==> config.mk <==
export PLATFORM = sky130hd
export DESIGN_NAME = datagram_sync_crc32_check_core
export DESIGN_NICKNAME = d
export VERILOG_FILES = /design/src/design/dsccrc_pkg.sv /design/src/design/datagram_sync_crc32_check_core.sv
export SDC_FILE = /design/constraint.sdc
export NUM_CORES = 1
export LEC_CHECK = 0
export BUFFER_PORTS_ARGS = -buffer_cell sky130_fd_sc_hd__buf_4
export CAP_MARGIN = 20
export CORE_MARGIN = 4
export CORE_UTILIZATION = 32
export DETAILED_ROUTE_END_ITERATION = 12
export PLACE_DENSITY = 0.48
export SYNTH_ARGS = -nofsm -noshare
export SYNTH_HDL_FRONTEND = slang
export SYNTH_SLANG_ARGS = --single-unit
export TNS_END_PERCENT = 30
==> constraint.sdc <==
create_clock -name clock -period 6.2 [get_ports clock]
set_input_delay 1.55 -clock clock [delete_from_list [all_inputs] [get_ports clock]]
set_output_delay 1.55 -clock clock [all_outputs]
set_load 0.005 [all_outputs]
==> src/design/dsccrc_pkg.sv <==
// Package for the datagram synchronizer and CRC-32 frame checker.
// Holds field widths, register indexes, CRC constants and the byte-wide CRC update.
// Depends on nothing else.
`timescale 1ns / 1ps

package dsccrc_pkg;

   localparam int BYTE_W    = 8;
   localparam int LEN_W     = 7;
   localparam int PAD_W     = 2;
   localparam int COUNT_W   = 7;
   localparam int CRC_W     = 32;
   localparam int CSR_IDX_W = 2;
   localparam int CSR_DAT_W = 8;

   // Longest frame that is honored; longer programmed lengths are clamped to it.
   localparam int MAX_FRAME = 64;
   localparam logic [COUNT_W-1:0] COUNT_MAX = '1;

   localparam logic [CRC_W-1:0]  CRC_POLY = 32'h04C1_1DB7;
   localparam logic [CRC_W-1:0]  CRC_INIT = 32'hFFFF_FFFF;
   localparam logic [BYTE_W-1:0] PAD_BYTE = 8'h00;

   // Configuration register indexes.
   localparam logic [CSR_IDX_W-1:0] CSR_FRAME_ID  = 2'd0;
   localparam logic [CSR_IDX_W-1:0] CSR_FRAME_LEN = 2'd1;
   localparam logic [CSR_IDX_W-1:0] CSR_PAD_COUNT = 2'd2;

   // A completed frame on its way to the compare stage.
   typedef struct packed {
      logic             header_ok;
      logic             synced;
      logic [PAD_W-1:0] pad_count;
      logic [CRC_W-1:0] crc;
      logic [CRC_W-1:0] tail;
   } frame_done_type;

   // MSB-first CRC-32 update by one byte, no reflection.
   function automatic logic [CRC_W-1:0] crc_feed(input logic [CRC_W-1:0] crc_value,
                                                 input logic [BYTE_W-1:0] data);
      logic [CRC_W-1:0] c;
      c = crc_value ^ {data, {(CRC_W-BYTE_W){1'b0}}};
      for (int k = 0; k < BYTE_W; k++) begin
         c = c[CRC_W-1] ? ({c[CRC_W-2:0], 1'b0} ^ CRC_POLY) : {c[CRC_W-2:0], 1'b0};
      end
      return c;
   endfunction

endpackage

==> src/design/datagram_sync_crc32_check_core.sv <==
// Top level of the datagram synchronizer and CRC-32 frame checker.
// Depends on dsccrc_pkg for widths, register indexes and the CRC update.
`timescale 1ns / 1ps

// The core takes one received byte per transfer on the req_ channel and
// returns one transfer on the rsp_ channel for each byte that completes a
// frame of frame_length bytes (clamped to 64). A frame starts on a boundary
// or on an identifier byte seen out of sync; any other byte at a boundary
// drops sync, and counting always restarts on a boundary. CRC-32 (polynomial
// 04C11DB7, seed all ones, no reflection, no final xor) runs over all but the
// last four frame bytes, pad_zero_count zero bytes are added, and the result
// is compared with the last four bytes taken most significant byte first.
// One byte is taken every clock cycle while req_stall is low; the frame
// state and the byte-wide CRC update are done in the accepting cycle, the
// padding and compare in a second stage, and the result is presented from
// an output register that the second stage loads.
// req_stall rises only when both the compare stage and the output register
// hold frames and the output is stalled. Configuration writes take effect on
// the next clock edge and should only be issued while no frame result is
// outstanding.
module datagram_sync_crc32_check_core (
   input  logic                                 clock,
   input  logic                                 reset,
   input  logic                                 req_valid,
   output logic                                 req_stall,
   input  logic [dsccrc_pkg::BYTE_W-1:0]        req_rx_byte,
   output logic                                 rsp_valid,
   input  logic                                 rsp_stall,
   output logic                                 rsp_header_ok,
   output logic                                 rsp_crc_ok,
   output logic                                 rsp_synced,
   input  logic                                 csr_write_en,
   input  logic [dsccrc_pkg::CSR_IDX_W-1:0]     csr_index,
   input  logic [dsccrc_pkg::CSR_DAT_W-1:0]     csr_write_data
);
   import dsccrc_pkg::*;

   // Configuration registers.
   logic [BYTE_W-1:0]  frame_id_ff;
   logic [LEN_W-1:0]   frame_len_ff;
   logic [PAD_W-1:0]   pad_count_ff;

   // Frame tracking state.
   logic [COUNT_W-1:0] count_ff, count_in;
   logic               in_sync_ff, in_sync_in;
   logic [CRC_W-1:0]   crc_ff, crc_in;
   logic [CRC_W-1:0]   tail_ff, tail_in;
   logic               first_match_ff, first_match_in;

   // Compare stage and output register.
   logic               done_valid_ff;
   frame_done_type     done_ff, done_in;
   logic               out_valid_ff;
   logic               out_header_ok_ff, out_crc_ok_ff, out_synced_ff;

   logic               req_take;
   logic               done_move;
   logic               frame_end;
   logic [LEN_W-1:0]   eff_len;
   logic               is_id;
   logic               at_boundary;
   logic               restart;
   logic [COUNT_W-1:0] count_base;
   logic [CRC_W-1:0]   crc_base;
   logic [CRC_W-1:0]   padded_crc;

   // Handshake. The compare stage moves on whenever the output register is
   // free or being drained; the input stalls only when that stage is stuck full.
   assign done_move = !out_valid_ff || !rsp_stall;
   assign req_stall = done_valid_ff && !done_move;
   assign req_take  = req_valid && !req_stall;

   always_ff @(posedge clock) begin
      if (reset) begin
         frame_id_ff  <= '0;
         frame_len_ff <= LEN_W'(MAX_FRAME);
         pad_count_ff <= '0;
      end else if (csr_write_en) begin
         unique case (csr_index)
            CSR_FRAME_ID:  frame_id_ff  <= csr_write_data[BYTE_W-1:0];
            CSR_FRAME_LEN: frame_len_ff <= csr_write_data[LEN_W-1:0];
            CSR_PAD_COUNT: pad_count_ff <= csr_write_data[PAD_W-1:0];
            default:       ;
         endcase
      end
   end

   // Per-byte frame tracking. A byte opens a new frame on a boundary, or when
   // an identifier shows up while the block is out of sync.
   always_comb begin
      eff_len     = (frame_len_ff > LEN_W'(MAX_FRAME)) ? LEN_W'(MAX_FRAME) : frame_len_ff;
      is_id       = (req_rx_byte == frame_id_ff);
      at_boundary = (count_ff == '0) || (count_ff >= eff_len);
      restart     = at_boundary || (is_id && !in_sync_ff);
      in_sync_in  = at_boundary ? is_id : (in_sync_ff || is_id);
      count_base  = restart ? '0 : count_ff;
      count_in    = (count_base < COUNT_MAX) ? count_base + 1'b1 : count_base;

      if (count_in == COUNT_W'(1)) begin
         crc_base       = CRC_INIT;
         first_match_in = is_id;
      end else begin
         crc_base       = crc_ff;
         first_match_in = first_match_ff;
      end

      // The four trailing CRC bytes are kept out of the running CRC.
      if ({1'b0, count_in} + (COUNT_W + 1)'(4) <= {1'b0, eff_len}) begin
         crc_in = crc_feed(crc_base, req_rx_byte);
      end else begin
         crc_in = crc_base;
      end

      tail_in   = {tail_ff[CRC_W-BYTE_W-1:0], req_rx_byte};
      frame_end = (count_in == eff_len);

      done_in.header_ok = first_match_in;
      done_in.synced    = in_sync_in;
      done_in.pad_count = pad_count_ff;
      done_in.crc       = crc_in;
      done_in.tail      = tail_in;
   end

   always_ff @(posedge clock) begin
      if (reset) begin
         count_ff       <= '0;
         in_sync_ff     <= 1'b0;
         crc_ff         <= CRC_INIT;
         tail_ff        <= '0;
         first_match_ff <= 1'b0;
      end else if (req_take) begin
         count_ff       <= count_in;
         in_sync_ff     <= in_sync_in;
         crc_ff         <= crc_in;
         tail_ff        <= tail_in;
         first_match_ff <= first_match_in;
      end
   end

   // Compare stage register: a frame that just completed.
   always_ff @(posedge clock) begin
      if (reset) begin
         done_valid_ff <= 1'b0;
      end else if (req_take && frame_end) begin
         done_valid_ff <= 1'b1;
      end else if (done_move) begin
         done_valid_ff <= 1'b0;
      end
   end

   always_ff @(posedge clock) begin
      if (req_take && frame_end) begin
         done_ff <= done_in;
      end
   end

   // Run the zero padding bytes through the CRC, then compare with the tail.
   always_comb begin
      padded_crc = done_ff.crc;
      for (int i = 0; i < 3; i++) begin
         if (PAD_W'(i) < done_ff.pad_count) begin
            padded_crc = crc_feed(padded_crc, PAD_BYTE);
         end
      end
   end

   always_ff @(posedge clock) begin
      if (reset) begin
         out_valid_ff <= 1'b0;
      end else if (done_move) begin
         out_valid_ff <= done_valid_ff;
      end
   end

   always_ff @(posedge clock) begin
      if (done_move && done_valid_ff) begin
         out_header_ok_ff <= done_ff.header_ok;
         out_crc_ok_ff    <= (padded_crc == done_ff.tail);
         out_synced_ff    <= done_ff.synced;
      end
   end

   assign rsp_valid     = out_valid_ff;
   assign rsp_header_ok = out_header_ok_ff;
   assign rsp_crc_ok    = out_crc_ok_ff;
   assign rsp_synced    = out_synced_ff;

   // The byte counter never runs past the longest honored frame.
   assert property (@(posedge clock) disable iff (reset)
      count_ff <= COUNT_W'(MAX_FRAME))
      else $error("byte counter beyond the longest frame");

   // A frame held in the compare stage is never dropped while it cannot move.
   assert property (@(posedge clock) disable iff (reset)
      done_valid_ff && !done_move |=> done_valid_ff)
      else $error("completed frame lost in the compare stage");

   // The input stalls only while both the compare stage and the output register are full.
   assert property (@(posedge clock) disable iff (reset)
      req_stall |-> done_valid_ff && out_valid_ff)
      else $error("input stalled without a full pipeline");

endmodule

==> results of run 1 <==
## routing by layer
layer	vias to the layer above	GRT usage (%)	part of all wire (%)
met5	-	0	0
met3	60	2.17	5.6
met2	332	30.8	46
li1	4636	-	-
met4	0	5.14	2.4
met1	4676	27.1	47
## cells in the mapped netlist, types with 4 or more instances
library cell,instances,area [sq um]
o22ai_1,5,31.3
nor4_1,7,43.8
nor2_1,135,507
o21ai_0,35,175
edfxtp_1,71,2130
xor2_1,70,613
o21bai_1,7,52.6
nand3_1,15,75.1
nand3b_1,18,135
xnor3_1,28,631
o211ai_1,6,45.0
o21a_1,4,30.0
buf_2,6,30.0
nand2_1,132,495
a21bo_2,6,60.1
xnor2_1,220,1930
dfxtp_1,84,1680
ha_1,17,213
clkbuf_1,57,214
and2_1,11,68.8
o22a_1,4,35.0
o31ai_1,4,30.0
a21oi_2,5,43.8
xor3_1,9,214
inv_1,12,45.0
nor2b_1,6,37.5
buf_4,5,37.5
a31oi_1,7,43.8
o32a_1,4,40.0
and3_1,12,75.1
a21o_1,12,90.1
a211oi_1,16,120
nor3_1,33,165
o211a_1,8,80.1
mux2i_1,48,480
nand4_1,8,50.1
nand2b_1,8,50.1
buf_1,18,67.6
xnor2_2,12,195
a211o_1,6,52.6
a21oi_1,95,475
## final cells by class
type	instances	share of cell area [%]
clock buffers	17	3.07
clock inverters	15	1.19
inverters	12	0.325
multi-input cells	1075	58.7
flip-flops and latches	155	27.5
well taps	511	4.62
repair buffers	79	4.55
## flip-flops by register name, summed over array words and instances (netlist names), 2 cells and up
name / count
count_ff: 7
pad_count_ff: 2
crc_ff: 32
frame_id_ff: 8
tail_ff: 24
frame_len_ff: 7
done_ff: 68
## report_power, final
part           switching (mW)  internal [mW]
logic                   0.364          0.296
clock network           0.492          0.542
registers              0.0513           1.13
total                   0.906           1.97
## per-stage QoR
stage / instances / TNS, ns / power (mW) / utilization [%]
finish: 1864 / 0 / 2.88 / 36.7
global route: 1864 / 0 / 3.01 / 36.7
CTS: 1864 / 0 / 2.90 / 36.6
detailed placement: 1832 / -0.348 / 1.86 / 35.1
global placement: 1832 / -0.383 / 1.86 / 35.1
floorplan: 1329 / 0 / 1.66 / -
## layout by cell type (no fill, tap or decap), types with 5 or more instances in the layout
cell / count
a21bo_2: 6
nand2b_1: 8
xnor3_1: 28
nand2_1: 131
dfxtp_1: 84
clkbuf_16: 17
nand4_1: 8
xor3_1: 9
and2_1: 10
nand3b_1: 18
a21o_1: 12
and3_1: 11
xnor2_1: 220
edfxtp_1: 71
a31oi_1: 6
a211o_1: 6
buf_4: 76
o211ai_1: 6
xnor2_2: 12
ha_1: 17
nor3_1: 32
xor2_1: 70
a21oi_1: 95
nor2_1: 135
nand3_1: 15
o22ai_1: 5
o211a_1: 8
inv_8: 5
o21bai_1: 7
a211oi_1: 16
nor4_1: 7
o21ai_0: 35
inv_1: 12
mux2i_1: 48
nor2b_1: 6
## worst max-delay path: cells and delay by family
kind / cells / cell delay [ns]
AO/OA/AOI/OAI: 7 / 1.18
XOR/XNOR: 2 / 0.36
buffers and inverters: 3 / 0.54
AND/OR/NAND/NOR: 9 / 1.94
adder cells (fa/ha/maj): 2 / 0.55
## worst paths after layout
check                      to       startpoint  slack [ns]  cells after the start
setup / recovery    crc_ff[9]   req_rx_byte[3]        0.38                     23
hold / removal    done_ff[29]      tail_ff[21]        0.44                      0
setup reg to reg  done_ff[62]  frame_len_ff[6]        0.48                     23
hold reg to reg   done_ff[29]      tail_ff[21]        0.44                      0
## what timing repair did
action	in CTS	in global routing
hold buffers	0	0
gates resized for setup	0	3
hold endpoints to repair	0	0
setup buffers	0	0
setup endpoints to repair	0	12
## cells by family after synthesis
family	count (synthesis)	synth area share (%)
flip-flops	155	31.0
AND/OR/NAND/NOR	400	14.8
buffers and inverters	99	3.30
XOR/XNOR	347	30.7
multiplexers	55	4.78
AO/OA/AOI/OAI	256	13.7
adder cells (fa/ha/maj)	17	1.73
==> results.py, run 1 <==
metrics = {
    "outcome": {
        "outcome": "finished clean",
    },
    "placed_design": {
        "place.gp.congestion": 0.926,
        "dpl_cell_area_sq_um": 13200,
        "hpwlAfterDp_microns": 30600,
        "io_buffers": 27,
        "pre_cts_ws_ns": -0.102,
    },
    "final_layout": {
        "stdcell_area_sq_um": 13800,
        "layout.nets": 1380,
        "multiInputGateArea_sq_um": 8130,
        "area_delta_synth_final_pct": 12.6,
        "n_antenna_cell": 0,
        "seq_area_sq_um": 3810,
        "nFillCells": 3866,
        "drive_gt1_share_pct": 11.8,
    },
    "synthesis": {
        "ys_seq_area_share_pct": 31.0,
        "synth_ff_type": "dfxtp_1",
        "synth_area_sq_um": 12300,
        "ys_ff_latch": 155,
        "synth_edf_count": 71,
        "yosys.cell_types.count": 77,
        "yosys_warnings": 0,
        "syn_avg_cell_area_sq_um": 9.25,
        "syn_inst": 1329,
        "syn_nets": 1369,
        "synth-async-reset-ratio_pct": 0,
    },
    "sta": {
        "slew_viol_final": 0,
        "clock-skew-final_ns": 0.0128,
        "worst_slew_pin_slew_ns": 1.02,
        "max_freq_mhz": 172,
        "fin_crit_sh_pct": 94.0,
        "finalHoldViolCount": 0,
        "relSlewSlack_pct": 30.3,
        "setup_ws_ns": 0.375,
        "rsz0062_at_grt": "false",
        "setup_viol": 0,
        "fin_crit_ns": 5.82,
        "holdWs_ns": 0.435,
    },
    "routing": {
        "vias": 9704,
        "drt-pass1-iter-count": 5,
        "wl_per_cell_microns": 21.6,
        "drtIter0Drc": 715,
        "ant_nets": 0,
        "drc": 0,
        "drt-total-wl_microns": 40200,
        "via_per_inst": 5.21,
    },
    "die": {
        "die-width_microns": 204,
        "dieHeight_microns": 204,
        "dieArea_sq_um": 41600,
        "io_pins": 28,
        "initial_utilization_pct": 32.6,
        "rows": 71,
        "core_area_sq_um": 37800,
    },
    "clock_network": {
        "htree_levels": 4,
        "cts.clk_slew.worst_paths_ns": 0.07,
        "cts_made_buffers": 17,
        "cts.sinks": 155,
        "cts_root_buf": "clkbuf_16",
        "clk_path_buf_depth": 2,
        "tritoncts": "built",
        "clock_latency_ns": 0.43,
    },
    "critical_path": {
        "crit_chain": "buf_4, xnor2_1, nand4_1, nor3_4, a211oi_4, and2_1, ha_1, and3_1, nand3_1, o211a_1, buf_4, nand3_1, xnor2_1, ha_1, nand3_1, o21ai_0, o31a_1, a31o_2, nand2b_1, buf_4, a21oi_1, a31oi_1, or2_2",
        "crit_type": "input pin to flop",
        "start_kind": "input pin",
        "crit_path_max_incr_delay_ns": 0.37,
        "required_ns": 6.52,
        "end_kind": "flop",
        "cp_max_fo": 14,
        "cp_slowest_cell": "a31o_2",
        "critPathArrivalTime_ns": 6.14,
    },
    "flow_run": {
        "cap_violations": 0,
    },
    "power_and_ir_drop": {
        "ir_drop_uv": 205,
        "p_per_area_nw_per_um2": 208,
        "p_leak_nw": 5.45,
    },
    "global_routing": {
        "grt_pass1_vias": 9608,
        "antenna_found_initial": 0,
        "overflow": 0,
        "grt_max_degree": 86,
        "grt_use_total_pct": 19.0,
        "grt_pass1_wl_microns": 60900,
    },
    "hold_path": {
        "worstHoldPathType": "flop to flop",
    },
}
No activity file was read; power rests on OpenSTA's default activity.
==> inputs of run 2 (changes only) <==
--- a/config.mk
+++ b/config.mk
@@ -10,7 +10,7 @@
 export CORE_MARGIN = 4
 export CORE_UTILIZATION = 32
 export DETAILED_ROUTE_END_ITERATION = 12
-export PLACE_DENSITY = 0.48
+export PLACE_DENSITY = 0.46
 export SYNTH_ARGS = -nofsm -noshare
 export SYNTH_HDL_FRONTEND = slang
 export SYNTH_SLANG_ARGS = --single-unit
==> constraint.sdc (replaced) <==
create_clock -name clock -period 6.55 [get_ports clock]
set_input_delay 1.6375 -clock clock [delete_from_list [all_inputs] [get_ports clock]]
set_output_delay 1.6375 -clock clock [all_outputs]
set_load 0.005 [all_outputs]
==> results.py, run 2 (synthesis results as in run 1) <==
metrics = {
    "die": {
        "initial_utilization_pct": 32.6,
        "dieHeight_microns": 204,
        "die-width_microns": 204,
        "dieArea_sq_um": 41600,
        "rows": 71,
        "core_area_sq_um": 37800,
        "io_pins": 28,
    },
    "sta": {
        "finalHoldViolCount": 0,
        "fin_crit_sh_pct": 90.2,
        "slew_viol_final": 0,
        "rsz0062_at_grt": "false",
        "fin_crit_ns": 5.91,
        "tns_ns": 0,
        "clock-skew-final_ns": 0.0119,
        "setup_viol": 0,
        "relSlewSlack_pct": 36.4,
        "worst_slew_pin_slew_ns": 0.954,
        "max_freq_mhz": 169,
    },
    "critical_path": {
        "cp_slowest_cell": "nor3_1",
        "reg2reg_depth": 26,
        "critPathArrivalTime_ns": 6.27,
        "crit_path_max_incr_delay_ns": 0.39,
        "cp_max_fo": 11,
        "rr_endpoint": "crc_ff[20]",
        "start_kind": "input pin",
        "rrSetupSlack_ns": 0.80,
        "r2r_start": "frame_len_ff[6]",
        "end_kind": "flop",
        "crit_type": "input pin to flop",
        "crit_chain": "buf_4, xnor2_1, nand4_1, nor3_1, a211oi_2, and2_1, ha_1, and3_1, nand3_1, o211a_1, and3b_1, xor2_1, ha_1, a21o_1, a21oi_1, o21ai_0, o31a_1, a31o_2, buf_4, nand2b_1, nor2_1, a21oi_1, nor2_1, o21bai_1",
        "required_ns": 6.91,
    },
    "clock_network": {
        "cts_resized": 0,
        "postCtsHoldBufs": 0,
        "tritoncts": "built",
        "cts.clk_slew.worst_paths_ns": 0.07,
        "cts_setup_buffers": 0,
        "cts.sinks": 155,
        "clock_latency_ns": 0.44,
        "cts_root_buf": "clkbuf_16",
        "htree_levels": 4,
        "clk_path_buf_depth": 2,
        "cts_made_buffers": 17,
    },
    "hold_path": {
        "hold_start": "tail_ff[23]",
        "worstHoldPathType": "flop to flop",
        "hold_path_end": "done_ff[31]",
        "hold_depth": 0,
    },
    "placed_design": {
        "io_buffers": 27,
        "dpl_cell_area_sq_um": 13100,
        "place.gp.congestion": 0.926,
        "hpwlAfterDp_microns": 30800,
    },
    "final_layout": {
        "layout.nets": 1368,
        "regMostFlops": "done_ff",
        "layout_commonest_cell": "xnor2_1",
        "drive_gt1_share_pct": 11.0,
        "area_delta_synth_final_pct": 11.9,
        "n_antenna_cell": 0,
        "layout_common_cells": "xnor2_1 (220), nor2_1 (135), nand2_1 (131)",
        "reg.largest.list": "done_ff x68, crc_ff x32, tail_ff x24",
        "largest_reg_flops": 68,
        "stdcell_area_sq_um": 13800,
    },
    "routing": {
        "drtIter0Drc": 623,
        "drt-pass1-iter-count": 5,
        "drc": 0,
        "vias": 9584,
        "via_per_inst": 5.17,
        "drt-total-wl_microns": 40200,
        "wl_per_cell_microns": 21.7,
        "ant_nets": 0,
    },
    "power_and_ir_drop": {
        "p_leak_nw": 5.39,
        "p_per_area_nw_per_um2": 204,
        "ir_drop_uv": 224,
    },
    "flow_run": {
        "cap_violations": 0,
    },
    "global_routing": {
        "grt_pass1_vias": 9550,
        "grt_pass1_wl_microns": 61400,
        "grt_max_degree": 86,
        "grt_use_total_pct": 19.4,
        "overflow": 0,
        "antenna_found_initial": 0,
    },
    "outcome": {
        "outcome": "finished clean",
    },
}
run 2: cell count changes in the layout (fill, tap and decap cells not counted), sizes merged:
cell      previous run  this run
buf                 79        67
bufinv               0         3
clkbuf              17        18
clkinv               5         2
clkinvlp             1         2
inv                 21        19
run 2: report_power, final:
part           internal, mW  total [mW]  switching, mW
logic                 0.269       0.612          0.343
registers              1.07        1.12         0.0477
clock network         0.627        1.07          0.444
run 2: worst max-delay path by stage:
| stage | slack, ns | cells after the start | to | startpoint |
|---|---|---|---|---|
| finish | 0.64 | 24 | crc_ff[20] | req_rx_byte[3] |
| global route | 0.24 | 24 | crc_ff[20] | req_rx_byte[3] |
| CTS | 0.62 | 24 | crc_ff[20] | req_rx_byte[3] |
| detailed placement | 0.19 | 24 | crc_ff[20] | req_rx_byte[3] |
| global placement | 0.29 | 23 | crc_ff[22] | req_rx_byte[0] |
| floorplan | 0.40 | 22 | crc_ff[9] | req_rx_byte[5] |
run 2: final cells by class:
class,count,area (sq um)
clock buffers,18,439
clock inverters,14,201
fillers,3899,24000
inverters,12,45.0
multi-input cells,1075,8110
flip-flops and latches,155,3810
well taps,511,639
repair buffers,67,515
run 2: through the flow:
stage                     setup WS (ns)  hold slack, ns  utilization, %  std cells  power [mW]
after global placement            0.288           0.409            34.8       1820        1.75
after detailed placement          0.189           0.406            34.8       1820        1.75
after CTS                         0.620           0.429            36.5       1852        2.83
final                             0.645           0.431            36.5       1852        2.80
after global routing              0.239           0.439            36.5       1852        2.94
after floorplan                   0.399           0.400               -       1329        1.57
run 2: worst max-delay path: cells and delay by family:
| family | cells | cell delay (ns) |
|---|---|---|
| AO/OA/AOI/OAI | 9 | 1.54 |
| XOR/XNOR | 2 | 0.34 |
| adder cells (fa/ha/maj) | 2 | 0.51 |
| buffers and inverters | 2 | 0.34 |
| AND/OR/NAND/NOR | 9 | 1.89 |
run 2: routing by layer:
layer	up-vias	track usage, %	part of all wire (%)	wire (microns)
met5	-	0	0	0
met4	0	4.91	2.0	797
met3	49	2.02	3.9	1580
met2	239	32.4	47	19000
met1	4687	27.0	47	18800
li1	4609	-	-	-
==> inputs of run 3 (changes only) <==
--- a/config.mk
+++ b/config.mk
@@ -5,6 +5,7 @@
 export SDC_FILE = /design/constraint.sdc
 export NUM_CORES = 1
 export LEC_CHECK = 0
+export ABC_AREA = 1
 export BUFFER_PORTS_ARGS = -buffer_cell sky130_fd_sc_hd__buf_4
 export CAP_MARGIN = 20
 export CORE_MARGIN = 4
==> results.py, run 3 <==
metrics = {
    "routing": {
        "via_per_inst": 5.03,
        "drtIter0Drc": 1223,
        "wl_per_cell_microns": 17.7,
        "drt-total-wl_microns": 49300,
        "drc": 0,
        "drt-pass1-iter-count": 8,
        "ant_nets": 0,
        "vias": 14000,
    },
    "synthesis": {
        "ys_seq_area_share_pct": 28.5,
        "yosys-top-cells-area": "nand2_1 (28%), edfxtp_1 (16%), dfxtp_1 (13%), nand3_1 (11%), inv_1 (5.3%)",
        "yosys_warnings": 0,
        "syn_avg_cell_area_sq_um": 5.96,
        "yosys.cell_types.count": 51,
        "synth_ff_type": "dfxtp_1",
        "syn_inst": 2247,
        "synth.top_cell.area_share_pct": 28.2,
        "synth-async-reset-ratio_pct": 0,
        "synth_top_area_cell": "nand2_1",
        "synthTopCellsByCount": "nand2_1 (1008), nand3_1 (293), inv_1 (188)",
        "synth_area_sq_um": 13400,
        "syn_nets": 2287,
        "yosysMostFrequentCell": "nand2_1",
        "ys_ff_latch": 155,
        "synth_edf_count": 71,
    },
    "power_and_ir_drop": {
        "pwr-share-clk_pct": 31.2,
        "p_leak_nw": 7.49,
        "share_seq_of_total_power_pct": 35.2,
        "ir_drop_uv": 197,
        "p_per_area_nw_per_um2": 224,
        "power.share.combinational_pct": 33.6,
        "swShare_pct": 38.8,
        "p_total_mw": 3.27,
        "p_sw_mw": 1.27,
        "p_int_mw": 2.00,
    },
    "die": {
        "initial_utilization_pct": 32.6,
        "io_pins": 28,
        "rows": 74,
        "dieArea_sq_um": 45200,
        "die-width_microns": 213,
        "core_area_sq_um": 41100,
        "dieHeight_microns": 213,
    },
    "clock_network": {
        "postCtsHoldBufs": 0,
        "clk_path_buf_depth": 2,
        "cts.sinks": 155,
        "cts.clk_slew.worst_paths_ns": 0.07,
        "cts_setup_buffers": 0,
        "cts_resized": 0,
        "htree_levels": 4,
        "cts_made_buffers": 17,
        "cts_root_buf": "clkbuf_16",
        "tritoncts": "built",
        "clock_latency_ns": 0.44,
    },
    "global_routing": {
        "antenna_found_initial": 1,
        "grt_pass1_vias": 13300,
        "grt_max_degree": 70,
        "grt_pass1_wl_microns": 76700,
        "overflow": 0,
        "grt_use_total_pct": 22.0,
    },
    "critical_path": {
        "crit_path_max_incr_delay_ns": 0.44,
        "rrSetupSlack_ns": 1.02,
        "required_ns": 6.70,
        "critPathArrivalTime_ns": 5.67,
        "rr_endpoint": "done_ff[55]",
        "cp_max_fo": 27,
        "reg2reg_depth": 33,
        "path_common_cell": "nand2_1",
        "start_kind": "flop",
        "cp_slowest_cell": "inv_2",
        "end_kind": "flop",
        "crit_type": "flop to flop",
        "startpoint": "frame_len_ff[3]",
        "crit_path_end": "done_ff[55]",
        "r2r_start": "frame_len_ff[3]",
    },
    "final_layout": {
        "multiInputGateArea_sq_um": 8420,
        "seq_area_sq_um": 3810,
        "nFillCells": 4576,
        "largest_reg_flops": 68,
        "n_antenna_cell": 0,
        "drive_gt1_share_pct": 8.20,
        "fin_util_pct": 35.5,
        "layout.nets": 2272,
        "layout_common_cells": "nand2_1 (1007), nand3_1 (293), inv_1 (188)",
        "reg.largest.list": "done_ff x68, crc_ff x32, tail_ff x24",
        "layout_commonest_cell": "nand2_1",
        "regMostFlops": "done_ff",
        "area_delta_synth_final_pct": 9.06,
    },
    "sta": {
        "relSlewSlack_pct": 39.4,
        "worst_slew_pin_slew_ns": 0.899,
        "tns_ns": 0,
        "max_freq_mhz": 181,
        "slew_viol_final": 0,
        "finalHoldViolCount": 0,
        "fin_crit_sh_pct": 84.4,
        "fin_crit_ns": 5.53,
        "setup_ws_ns": 1.02,
        "rsz0062_at_grt": "false",
        "clock-skew-final_ns": 0.0117,
        "setup_viol": 0,
    },
    "flow_run": {
        "cap_violations": 0,
    },
    "hold_path": {
        "worstHoldPathType": "flop to flop",
    },
    "placed_design": {
        "io_buffers": 27,
        "place.gp.congestion": 0.891,
        "hpwlAfterDp_microns": 37700,
        "pre_cts_ws_ns": 0.695,
    },
    "outcome": {
        "outcome": "finished clean",
    },
}
run 3: changes by cell type in the layout (fill, tap and decap cells not counted), moves of 22 or more:
cell     previous run  this run
a21oi_1            95        67
xor2_1             70        42
nand2_2             1        45
nor2_1            135       113
xnor2_1           220        21
mux2i_1            48         0
xnor3_1            28         0
o21ai_0            35        76
inv_1              12       188
nand2_1           131      1007
buf_4              66        42
nand3_1            15       293
nor3_1             33         7
run 3: cells by family after synthesis:
kind of cell / share of synthesized area, %
fa+ha+maj: 1.59
buf+inv: 8.78
simple gates: 49.2
xor+xnor: 4.36
flops: 28.5
compound gates: 7.57
run 3: worst max-delay path: cells and delay by family (launching register included):
family	cells	cell delay, ns
adder cells (fa/ha/maj)	3	0.86
flip-flops	1	0.34
AO/OA/AOI/OAI	4	0.63
AND/OR/NAND/NOR	20	2.53
XOR/XNOR	1	0.14
buffers and inverters	5	0.69
run 3: how the worst min path moves through the flow:
| stage | startpoint | slack (ns) | cells after the start | end |
|---|---|---|---|---|
| 3_3_place_gp | tail_ff[22] | 0.42 | 0 | done_ff[30] |
| 2_1_floorplan | done_ff[67] | 0.40 | 0 | rsp_header_ok |
| 3_5_place_dp | done_ff[67] | 0.41 | 0 | rsp_header_ok |
| 5_1_grt | tail_ff[20] | 0.45 | 0 | done_ff[28] |
| 4_1_cts | tail_ff[16] | 0.44 | 0 | done_ff[24] |
| 6_report | done_ff[67] | 0.43 | 0 | rsp_header_ok |
run 3: power groups by stage:
stage / Clock [mW] / Combinational (mW) / Sequential, mW
6_report: 1.02 / 1.10 / 1.15
3_3_place_gp: 0 / 1.08 / 1.17
2_1_floorplan: 0 / 0.818 / 1.15
3_5_place_dp: 0 / 1.09 / 1.17
4_1_cts: 1.04 / 1.10 / 1.15
5_1_grt: 1.08 / 1.24 / 1.16
run 3: area by class of cell:
class	instances	share of cell area, %
Clock buffer	18	2.94
Clock inverter	14	1.13
Inverter	208	5.34
Multi-Input combinational cell	1807	57.6
Sequential cell	155	26.1
Tap cell	532	4.56
Timing Repair Buffer	43	2.30
run 3: metal layers:
layer  routed length (microns)  up-vias  GRT usage (%)
met5                         0        -              0
met4                      1500        0           6.89
met3                      2720       69           3.14
met2                     22100      363           35.6
met1                     23000     6388           30.4
li1                          -     7136              -
run 3: stage by stage:
step / hold slack, ns / cell area (sq um) / cells
4_1_cts: 0.440 / 14600 / 2777
3_3_place_gp: 0.416 / 14000 / 2745
6_report: 0.432 / 14600 / 2777
3_5_place_dp: 0.405 / 14000 / 2745
2_1_floorplan: 0.400 / 13400 / 2247
5_1_grt: 0.450 / 14600 / 2777
